<file path="src/atrm_pkg.sv">
// Types and constants shared by the AT response matcher files.
`timescale 1ns / 1ps

package atrm_pkg;

  typedef enum logic [1:0] {
    OP_START = 2'd0,
    OP_BYTE  = 2'd1,
    OP_TICK  = 2'd2,
    OP_NONE  = 2'd3
  } op_t;

  typedef enum logic [1:0] {
    ST_BUSY   = 2'd0,
    ST_OK     = 2'd1,
    ST_RESEND = 2'd2,
    ST_FAIL   = 2'd3
  } status_t;

  localparam int CFG_IDX_W  = 1;
  localparam int CFG_DATA_W = 16;

  typedef enum logic [CFG_IDX_W-1:0] {
    CFG_TIMEOUT  = 1'd0,
    CFG_ATTEMPTS = 1'd1
  } cfg_idx_t;

  localparam logic [15:0] TIMEOUT_RESET  = 16'd200;
  localparam logic [7:0]  ATTEMPTS_RESET = 8'd30;
  localparam logic [15:0] TICKS_MAX      = 16'hFFFF;

  localparam logic [7:0] CH_O = 8'h4F;
  localparam logic [7:0] CH_K = 8'h4B;
  localparam logic [7:0] CH_E = 8'h45;
  localparam logic [7:0] CH_R = 8'h52;

  localparam logic [2:0] ERR_E   = 3'd1;
  localparam logic [2:0] ERR_ER  = 3'd2;
  localparam logic [2:0] ERR_ERR = 3'd3;
  localparam logic [2:0] ERR_ERO = 3'd4;

  typedef struct packed {
    op_t        op;
    logic [7:0] rx_byte;
    logic       capture_enable;
    logic [6:0] capture_limit;
  } in_item_t;

  typedef struct packed {
    status_t    status;
    logic [7:0] received_count;
    logic       capture_valid;
    logic [6:0] capture_index;
    logic [7:0] capture_byte;
  } out_item_t;

  typedef struct packed {
    logic        listening;
    logic        ok_progress;
    logic [2:0]  error_progress;
    logic [7:0]  attempts_used;
    logic [15:0] elapsed_ticks;
    logic [7:0]  byte_count;
    logic [6:0]  capture_position;
    logic        capture_on;
    logic [6:0]  capture_max;
  } state_t;

  typedef struct packed {
    logic [15:0] timeout_ticks;
    logic [7:0]  max_attempts;
  } cfg_t;

endpackage

</file>
<file path="src/atrm_if.sv">
// Valid/ready stream interfaces for the input items and the result items.
`timescale 1ns / 1ps

interface atrm_in_if;
  import atrm_pkg::*;

  logic     valid;
  logic     ready;
  in_item_t data;

  modport source (output valid, output data, input ready);
  modport sink (input valid, input data, output ready);
endinterface

interface atrm_out_if;
  import atrm_pkg::*;

  logic      valid;
  logic      ready;
  out_item_t data;

  modport source (output valid, output data, input ready);
  modport sink (input valid, input data, output ready);
endinterface

</file>
<file path="src/atrm_step.sv">
// Next-state and result logic for one item of the AT response matcher.
`timescale 1ns / 1ps

module atrm_step (
  input  atrm_pkg::state_t    state_i,
  input  atrm_pkg::in_item_t  item_i,
  input  atrm_pkg::cfg_t      cfg_i,
  output atrm_pkg::state_t    state_nxt,
  output atrm_pkg::out_item_t result_o
);
  import atrm_pkg::*;

  state_t      n;
  out_item_t   o;
  logic        ok_done;
  logic        end_att;
  logic [15:0] elapsed_inc;
  logic        cap_room;

  assign elapsed_inc = (state_i.elapsed_ticks < TICKS_MAX) ?
                       state_i.elapsed_ticks + 16'd1 : state_i.elapsed_ticks;
  assign cap_room    = ({1'b0, state_i.capture_position} + 8'd1) <
                       {1'b0, state_i.capture_max};

  always_comb begin
    n       = state_i;
    o       = '0;
    o.status = ST_BUSY;
    o.received_count = state_i.byte_count;
    ok_done = 1'b0;
    end_att = 1'b0;

    unique case (item_i.op)
      OP_START: begin
        n.listening        = 1'b1;
        n.attempts_used    = 8'd1;
        n.capture_on       = item_i.capture_enable;
        n.capture_max      = item_i.capture_limit;
        n.ok_progress      = 1'b0;
        n.error_progress   = 3'd0;
        n.elapsed_ticks    = 16'd0;
        n.byte_count       = 8'd0;
        n.capture_position = 7'd0;
        o.received_count   = 8'd0;
      end
      OP_BYTE: begin
        if (state_i.listening) begin
          if (state_i.capture_on) begin
            n.byte_count = state_i.byte_count + 8'd1;
            if (cap_room) begin
              o.capture_valid    = 1'b1;
              o.capture_index    = state_i.capture_position;
              o.capture_byte     = item_i.rx_byte;
              n.capture_position = state_i.capture_position + 7'd1;
            end
          end
          o.received_count = n.byte_count;

          priority if (item_i.rx_byte == CH_O) begin
            n.ok_progress = 1'b1;
          end else if (item_i.rx_byte == CH_K && state_i.ok_progress) begin
            ok_done = 1'b1;
          end else begin
            n.ok_progress = 1'b0;
          end

          if (ok_done) begin
            n.listening = 1'b0;
            o.status    = ST_OK;
          end else begin
            priority if (item_i.rx_byte == CH_E) begin
              n.error_progress = ERR_E;
            end else if (item_i.rx_byte == CH_R && (state_i.error_progress == ERR_E ||
                         state_i.error_progress == ERR_ER)) begin
              n.error_progress = state_i.error_progress + 3'd1;
            end else if (item_i.rx_byte == CH_O && state_i.error_progress == ERR_ERR) begin
              n.error_progress = ERR_ERO;
            end else if (item_i.rx_byte == CH_R && state_i.error_progress == ERR_ERO) begin
              end_att = 1'b1;
            end else begin
              n.error_progress = 3'd0;
            end
          end
        end
      end
      OP_TICK: begin
        if (state_i.listening) begin
          n.elapsed_ticks = elapsed_inc;
          if (elapsed_inc >= cfg_i.timeout_ticks) begin
            end_att = 1'b1;
          end
        end
      end
      OP_NONE: begin
      end
      default: begin
      end
    endcase

    // end of attempt: retry or give up
    if (end_att) begin
      if (state_i.attempts_used >= cfg_i.max_attempts) begin
        n.listening = 1'b0;
        o.status    = ST_FAIL;
      end else begin
        n.attempts_used    = state_i.attempts_used + 8'd1;
        n.ok_progress      = 1'b0;
        n.error_progress   = 3'd0;
        n.elapsed_ticks    = 16'd0;
        n.byte_count       = 8'd0;
        n.capture_position = 7'd0;
        o.status           = ST_RESEND;
      end
    end
  end

  assign state_nxt = n;
  assign result_o  = o;

endmodule

</file>
<file path="src/at_response_matcher_top.sv">
// Top level of the AT response matcher: input register, state and result register.
`timescale 1ns / 1ps

// Watches the reply of an AT command exchange. Each input transfer (start, reply byte,
// millisecond tick or none) gives exactly one result transfer carrying the exchange
// status, the byte count of the attempt (counted only while capture is on) and, when
// capture is on and has room, the captured byte with its index. One item is taken
// every clock cycle while the result side keeps up; a result is offered once its item
// has passed through the input register into the result register, and the matcher
// state is updated once per item, which bounds the rate at one item per cycle.
// Configuration writes are taken at any cycle but belong only to idle periods.
module at_response_matcher_top (
  input  logic                                 clk,
  input  logic                                 rst_n,
  atrm_in_if.sink                              in_ch,
  atrm_out_if.source                           out_ch,
  input  logic                                 cfg_we,
  input  logic [atrm_pkg::CFG_IDX_W-1:0]       cfg_index,
  input  logic [atrm_pkg::CFG_DATA_W-1:0]      cfg_wdata
);
  import atrm_pkg::*;

  logic      in_valid_r;
  in_item_t  in_data_r;
  logic      out_valid_r;
  out_item_t out_data_r;
  state_t    state_r;
  state_t    state_nxt;
  out_item_t step_out;
  cfg_t      cfg_r;
  logic      advance;

  assign advance      = in_valid_r && (!out_valid_r || out_ch.ready);
  assign in_ch.ready  = !in_valid_r || advance;
  assign out_ch.valid = out_valid_r;
  assign out_ch.data  = out_data_r;

  atrm_step u_step (
    .state_i   (state_r),
    .item_i    (in_data_r),
    .cfg_i     (cfg_r),
    .state_nxt (state_nxt),
    .result_o  (step_out)
  );

  always_ff @(posedge clk) begin
    if (!rst_n) begin
      in_valid_r  <= 1'b0;
      out_valid_r <= 1'b0;
      state_r     <= '0;
    end else begin
      if (in_ch.ready) begin
        in_valid_r <= in_ch.valid;
      end
      if (advance) begin
        out_valid_r <= 1'b1;
        state_r     <= state_nxt;
      end else if (out_ch.ready) begin
        out_valid_r <= 1'b0;
      end
    end
  end

  always_ff @(posedge clk) begin
    if (in_ch.valid && in_ch.ready) begin
      in_data_r <= in_ch.data;
    end
    if (advance) begin
      out_data_r <= step_out;
    end
  end

  always_ff @(posedge clk) begin
    if (!rst_n) begin
      cfg_r.timeout_ticks <= TIMEOUT_RESET;
      cfg_r.max_attempts  <= ATTEMPTS_RESET;
    end else if (cfg_we) begin
      unique case (cfg_idx_t'(cfg_index))
        CFG_TIMEOUT:  cfg_r.timeout_ticks <= cfg_wdata;
        CFG_ATTEMPTS: cfg_r.max_attempts  <= cfg_wdata[7:0];
        default: begin
        end
      endcase
    end
  end

  a_ready_when_empty: assert property (@(posedge clk) disable iff (!rst_n)
    !in_valid_r |-> in_ch.ready)
    else $error("input stage empty but not ready");

  a_result_after_advance: assert property (@(posedge clk) disable iff (!rst_n)
    advance |=> out_valid_r)
    else $error("advanced item produced no result");

  a_ok_stops_listening: assert property (@(posedge clk) disable iff (!rst_n)
    (advance && step_out.status == ST_OK) |=> !state_r.listening)
    else $error("exchange still listening after OK");

  a_attempts_nonzero: assert property (@(posedge clk) disable iff (!rst_n)
    state_r.listening |-> state_r.attempts_used != 8'd0)
    else $error("listening with no attempt counted");

endmodule

</file>
<file path="src/flat_wrapper.sv">
// flat-port wrapper written by rule: the top's interface ports become plain ports
module at_response_matcher_top_flat import atrm_pkg::*;
  (clk, rst_n, cfg_we, cfg_index, cfg_wdata, in_ch_valid, in_ch_data, in_ch_ready, out_ch_valid, out_ch_data, out_ch_ready);
  atrm_in_if in_ch_i ();
  atrm_out_if out_ch_i ();
  input  logic clk;
  input  logic rst_n;
  input  logic cfg_we;
  input  logic [atrm_pkg::CFG_IDX_W-1:0] cfg_index;
  input  logic [atrm_pkg::CFG_DATA_W-1:0] cfg_wdata;
  input wire logic [$bits(in_ch_i.valid)-1:0] in_ch_valid;
  input wire logic [$bits(in_ch_i.data)-1:0] in_ch_data;
  output wire logic [$bits(in_ch_i.ready)-1:0] in_ch_ready;
  output wire logic [$bits(out_ch_i.valid)-1:0] out_ch_valid;
  output wire logic [$bits(out_ch_i.data)-1:0] out_ch_data;
  input wire logic [$bits(out_ch_i.ready)-1:0] out_ch_ready;
  assign in_ch_i.valid = in_ch_valid;
  assign in_ch_i.data = in_ch_data;
  assign in_ch_ready = in_ch_i.ready;
  assign out_ch_valid = out_ch_i.valid;
  assign out_ch_data = out_ch_i.data;
  assign out_ch_i.ready = out_ch_ready;
  at_response_matcher_top u_core (.clk(clk), .rst_n(rst_n), .in_ch(in_ch_i), .out_ch(out_ch_i), .cfg_we(cfg_we), .cfg_index(cfg_index), .cfg_wdata(cfg_wdata));
endmodule
</file>
<file path="config.mk">
export PLATFORM = sky130hd
export DESIGN_NAME = at_response_matcher_top_flat
export DESIGN_NICKNAME = d
export VERILOG_FILES = /design/src/atrm_pkg.sv /design/src/atrm_if.sv /design/src/atrm_step.sv /design/src/at_response_matcher_top.sv /design/src/flat_wrapper.sv
export SDC_FILE = /design/constraint.sdc
export NUM_CORES = 1
export LEC_CHECK = 0
export ABC_AREA = 0
export BUFFER_PORTS_ARGS = -buffer_cell sky130_fd_sc_hd__buf_2
export CAP_MARGIN = 5
export CORE_AREA = 8 8 167 169
export CTS_CLUSTER_DIAMETER = 200
export DETAILED_ROUTE_END_ITERATION = 16
export DIE_AREA = 0 0 175 177
export GPL_TIMING_DRIVEN = 0
export HOLD_SLACK_MARGIN = 0.03
export PLACE_DENSITY = 0.39
export RECOVER_POWER = 50
export SYNTH_ARGS = -nofsm -noshare
export SYNTH_HDL_FRONTEND = slang
export SYNTH_SLANG_ARGS = --single-unit
</file>
<file path="constraint.sdc">
create_clock -name clk -period 4.9 [get_ports clk]
set_input_delay 0.245 -clock clk [delete_from_list [all_inputs] [get_ports clk]]
set_output_delay 0.245 -clock clk [all_outputs]
set_load 0.01 [all_outputs]
</file>
==> impl_metrics.ini, run 1 <==
[floorplan]
fp.dieH_um = 177
io_pins = 68
die_w_um = 175
rows = 59
dieArea_mm2 = 0.0310
core_mm2 = 0.0255
start_util_pct = 24.3

[placement]
pre_cts_slack_ps = -650
dp_hpwl_mm = 12.9
finalWeightedCongestion = 0.823
io_buffer_count = 67
placed_cells = 1071

[worst_setup_path]
worstPathRequired_ps = 5210
crit_buf_inv = 3
worstSetupPathType = reg2reg
end_kind = register
arrival_ps = 4960
crit_slowest_cell = or4_1
critPathLaunchType = register
path_max_fanout = 10
path_cells = ha_2, nand3_1, nor4_4, nor2b_1, clkbuf_2, nor2_1, xnor2_1, ha_1, nand4_1, or4_1, o32a_1, a221oi_4, buf_4, nand3_2, buf_2, and3_4, a32o_1
cpLargestDelayFamily = simple AND/OR/NAND/NOR gates
crit_path_max_incr_delay_ps = 530

[sta]
rsz0062_at_grt = false
fmax_mhz = 215
finalSetupViolations = 0
hold_violations = 0
drv_slew = 0
clock_skew_ps = 13.6
fin_ws_ps = 250
post-route-min-period_ps = 4650
tightest_slew_ps = 1190
fin_crit_sh_pct = 94.9
relSlewSlack_pct = 20.7

[status]
outcome = finished, final reports clean

[yosys]
synth_top_family_by_area = simple AND/OR/NAND/NOR gates
seq_area_frac_synth_pct = 46.6
synthAdderAreaFrac_pct = 8.49
synth-edff-count = 44
synth-main-ff-cell = dfxtp_1
synth_warnings = 0
synth-async-reset-ratio_pct = 0
synth_cell_types = 56
synth.area.mux_share_pct = 0.647
synth_xor_area_share_pct = 1.98
syn_inst = 668
avgSynthCellArea_um2 = 9.26
synth_compound_gate_area_share_pct = 17.3
synth_simple_gate_area_share_pct = 20.6
ys_ff_latch = 122
syn_nets = 750
synth_area_mm2 = 0.00619

[routing]
wire_per_inst_um = 15.2
initialDrtViolationCount = 334
firstDrtPassIters = 4
vias_per_cell = 4.67
vias = 5238
ant_nets = 0
wl_mm = 17.1
drc = 0

[clock_network]
cts_buffer_depth = 2
clock_latency_ps = 420
cts_root_buf = clkbuf_16
h-tree-depth = 4
path_clk_slew_ps = 60
cts_made_buffers = 17
cts.sinks = 122
tritoncts = built

[grt]
grt_usage_pct = 11.3
grt_pass1_vias = 5370
grt_start_max_net_pins = 36
antenna_found_initial = 0
overflow = 0
busiest_layer = met2
gr-usage-met3_pct = 2.73
grt_pass1_wl_mm = 27.9
grt_util_met1_pct = 14.3
met2_usage_pct = 18.4

[final_layout]
num-nets-final = 855
drive_gt1_share_pct = 10.8
layout.cells.non_filler = 1121
final_cell_mix = nand2_1 (107), dfxtp_1 (76), clkbuf_1 (56)
postLayoutCoreUtil_pct = 30.2
n_antenna_cell = 0
final_common_cell = nand2_1
syn2layout_area_growth_pct = 24.4

[run]
maxCapViolCount = 0

[power_and_ir_drop]
pwr_density_cell_mw_per_mm2 = 322
finalPower_w = 0.00248
p_leak_nw = 2.91
ir_worst_vdd_v = 0.000196

[worst_hold_path]
hp-class = in2reg
-- state kept, by name, indices dropped and copies added (netlist names) --
| signal | flops |
|---|---|
| u_core.cfg_r | 24 |
| u_core.in_data_r | 18 |
| u_core.out_ch.data | 26 |
| u_core.in_valid_r | 1 |
| u_core.out_ch.valid | 1 |
| u_core.state_r | 52 |
-- layout make-up --
class | instances | area, µm²
clock buffers | 17 | 425
well taps | 335 | 419
clock inverters | 15 | 143
flip-flops and latches | 122 | 2890
plain buffers | 28 | 110
multi-input cells | 474 | 3060
fillers | 2694 | 17800
repair buffers | 88 | 495
inverters | 42 | 158
-- routing by layer --
metal / wire (µm) / part of all wire (%) / vias to the layer above
met5: 0 / 0 / -
met4: 286 / 1.7 / 0
met3: 514 / 3.0 / 18
met2: 7910 / 46 / 91
met1: 8380 / 49 / 2501
li1: - / - / 2628
-- timing repair --
action	4_1_cts	5_1_grt
endpoints found under the hold margin	18	0
buffers inserted	2	0
pin swaps	1	1
gates resized for setup	4	5
endpoints found under the setup margin	45	42
hold buffers	18	0
-- tightest hold or removal path, stage by stage --
cell     delay [ps]
buf_2            90
a21oi_1          40
nor2_1           70
-- kinds of logic after synthesis --
logic type / after synthesis
simple gates: 258
xor+xnor: 14
mux: 4
fa+ha+maj: 42
flops: 122
buf+inv: 72
compound gates: 156
-- cell usage after synthesis (all sizes together), types with 11 or more instances --
cell type / n / area share (%)
edfxtp: 44 / 21
nor2: 25 / 1.5
and3: 11 / 1.2
a21oi: 46 / 3.7
dfxtp: 78 / 25
and2: 21 / 2.1
o21ai: 24 / 1.9
nand2: 108 / 6.6
nand3: 37 / 3.1
inv: 41 / 2.5
clkbuf: 26 / 1.6
ha: 42 / 8.5
-- power by group --
part	total, W	internal [W]	switching (W)
sequential	0.00110	0.00108	0.0000150
combinational	0.000165	0.0000595	0.000106
clock	0.00121	0.000706	0.000509
-- stage by stage --
stage / area, µm² / hold slack (ps) / TNS [ps]
6_report: 7700 / 51.9 / 0
5_1_grt: 7700 / 37.7 / 0
4_1_cts: 7720 / 34.1 / 0
3_5_place_dp: 6950 / 424 / -20340
3_3_place_gp: 6940 / 423 / -19100
2_1_floorplan: 6190 / 344 / 0
-- path summary, 6_finish.rpt --
check                          start            endpoint  slack [ps]  depth (start not counted)
setup / recovery  u_core.state_r[23]  u_core.state_r[38]         250                         17
setup reg to reg  u_core.state_r[23]  u_core.state_r[38]         250                         17
hold reg to reg     u_core.cfg_r[10]    u_core.cfg_r[10]         450                          2
hold / removal           in_ch_valid   u_core.in_valid_r          50                          3
Note: power is estimated with default switching activity, not from simulation.
==> inputs of run 2 (changes only) <==
--- a/config.mk
+++ b/config.mk
@@ -12,7 +12,7 @@
 export CTS_CLUSTER_DIAMETER = 200
 export DETAILED_ROUTE_END_ITERATION = 16
 export DIE_AREA = 0 0 175 177
-export GPL_TIMING_DRIVEN = 0
+export GPL_TIMING_DRIVEN = 1
 export HOLD_SLACK_MARGIN = 0.03
 export PLACE_DENSITY = 0.39
 export RECOVER_POWER = 50
==> run 2 against run 1 <==
  * Die area is the same
  * Routed wire length is 2.7% lower
  * Worst setup slack gained 54 ps
  * Cell count shrank 1.5%
  * Sequential share of layout area decreased by 0.087 points
  * Clock power is 8% higher
  * Non-clock buffer count is 18 lower
  * Sequential cell count did not move
  * Critical endpoint is now u_core.state_r[45]
==> impl_metrics.ini, run 2 (synthesis gave the netlist of run 1 again) <==
[final_layout]
final_cell_mix = nand2_1 (107), dfxtp_1 (78), a21oi_1 (46)
num-nets-final = 838
n_antenna_cell = 0
largest_reg_flops = 52
seqCellArea_mm2 = 0.00288
drive_gt1_share_pct = 11.8
final_common_cell = nand2_1
postLayoutCoreUtil_pct = 30.3
n_fill_cell = 2661
top_register = u_core.state_r
syn2layout_area_growth_pct = 24.6
multiInputGateArea_mm2 = 0.00307

[routing]
wire_per_inst_um = 15.1
vias = 5175
initialDrtViolationCount = 333
vias_per_cell = 4.69
ant_nets = 0
drc = 0
wl_mm = 16.6
firstDrtPassIters = 4

[worst_setup_path]
cpLargestDelayFamily = simple AND/OR/NAND/NOR gates
critPathLaunchType = register
crit_slowest_cell = or4_1
path_cells = ha_1, nand3_1, nor4_2, nor2b_1, buf_4, or3_1, a21boi_0, ha_1, nand4_1, or4_1, o32a_1, a221oi_4, nand3_2, or4_1, o221ai_1
worstPathRequired_ps = 5240
end_kind = register
worst_r2r_path_depth = 15
crit_path_max_incr_delay_ps = 530
worstSetupPathDepth = 15
crit_buf_inv = 1
worstSetupPathType = reg2reg
arrival_ps = 4940
path_max_fanout = 10

[grt]
grt_pass1_vias = 5238
antenna_found_initial = 0
grt_pass1_wl_mm = 27.2
grt_start_max_net_pins = 31
overflow = 0
grt_usage_pct = 10.9

[power_and_ir_drop]
finalPower_w = 0.00257
p_leak_nw = 2.92
pwr_density_cell_mw_per_mm2 = 334
ir_worst_vdd_v = 0.000203

[floorplan]
core_mm2 = 0.0255
rows = 59
fp.dieH_um = 177
dieArea_mm2 = 0.0310
io_pins = 68
start_util_pct = 24.3
die_w_um = 175

[sta]
fmax_mhz = 218
post-route-min-period_ps = 4600
fin_crit_sh_pct = 93.8
drv_slew = 0
fin_setup_tns_ps = 0
rsz0062_at_grt = false
clock_skew_ps = 9.52
hold_violations = 0
finalSetupViolations = 0
holdWs_ps = 63.1
tightest_slew_ps = 1430
relSlewSlack_pct = 4.61

[run]
maxCapViolCount = 0

[clock_network]
clock_latency_ps = 420
tritoncts = built
path_clk_slew_ps = 60
cts_buffer_depth = 2
h-tree-depth = 4
cts.sinks = 122
cts_root_buf = clkbuf_16
cts_made_buffers = 17

[worst_hold_path]
hp-class = in2reg
holdPathStages = 3

[status]
outcome = finished, final reports clean

[placement]
dp_hpwl_mm = 12.2
io_buffer_count = 67
finalWeightedCongestion = 0.798
## run 2: cell count changes in the layout (fill, tap and decap cells not counted), moves of 3 or more
| cell | before | now |
|---|---|---|
| clkbuf_1 | 56 | 32 |
| clkinv_4 | 4 | 1 |
| buf_4 | 2 | 12 |
| inv_6 | 2 | 6 |
## run 2: final timing paths
path / startpoint / slack [ps] / to
hold / removal: cfg_wdata[15] / 60 / u_core.cfg_r[23]
setup / recovery: u_core.state_r[23] / 300 / u_core.state_r[45]
setup reg to reg: u_core.state_r[23] / 300 / u_core.state_r[45]
hold reg to reg: u_core.state_r[6] / 460 / u_core.state_r[6]
## run 2: repair_timing
action	in CTS	in global routing
hold endpoints to repair	18	0
gates resized for setup	0	1
endpoints found under the setup margin	0	7
hold buffers	18	0
buffers inserted	0	0
## run 2: worst reg2reg max path: cells and delay by family (launching register included)
| family | cells | cell delay [ps] |
|---|---|---|
| compound gates | 4 | 1170 |
| fa+ha+maj | 2 | 510 |
| buf+inv | 1 | 180 |
| flops | 1 | 440 |
| simple gates | 8 | 2220 |
## run 2: power breakdown
group,switching [W],total (W),internal (W)
Sequential,0.0000184,0.00110,0.00108
Clock,0.000504,0.00131,0.000810
Combinational,0.000100,0.000161,0.0000604
## run 2: area by class of cell
| type | instances | share of cell area, % |
|---|---|---|
| Clock buffer | 17 | 5.52 |
| Clock inverter | 15 | 2.40 |
| Multi-Input combinational cell | 475 | 39.8 |
| Tap cell | 335 | 5.44 |
| Inverter | 42 | 2.04 |
| Sequential cell | 122 | 37.4 |
| Timing Repair Buffer | 98 | 7.40 |
## run 2: layer usage
metal	vias up	global-route usage, %	wire [µm]
li1	2609	-	-
met1	2451	14.0	8260
met2	94	17.5	7520
met3	21	2.45	550
met4	0	4.52	291
met5	-	0	0
## run 2: through the flow
step	setup slack [ps]	std cells	cell area (µm²)
floorplan	596	668	6190
global placement	266	1052	6940
detailed placement	232	1052	6940
CTS	231	1102	7730
global route	80.1	1104	7710
finish	303	1104	7710
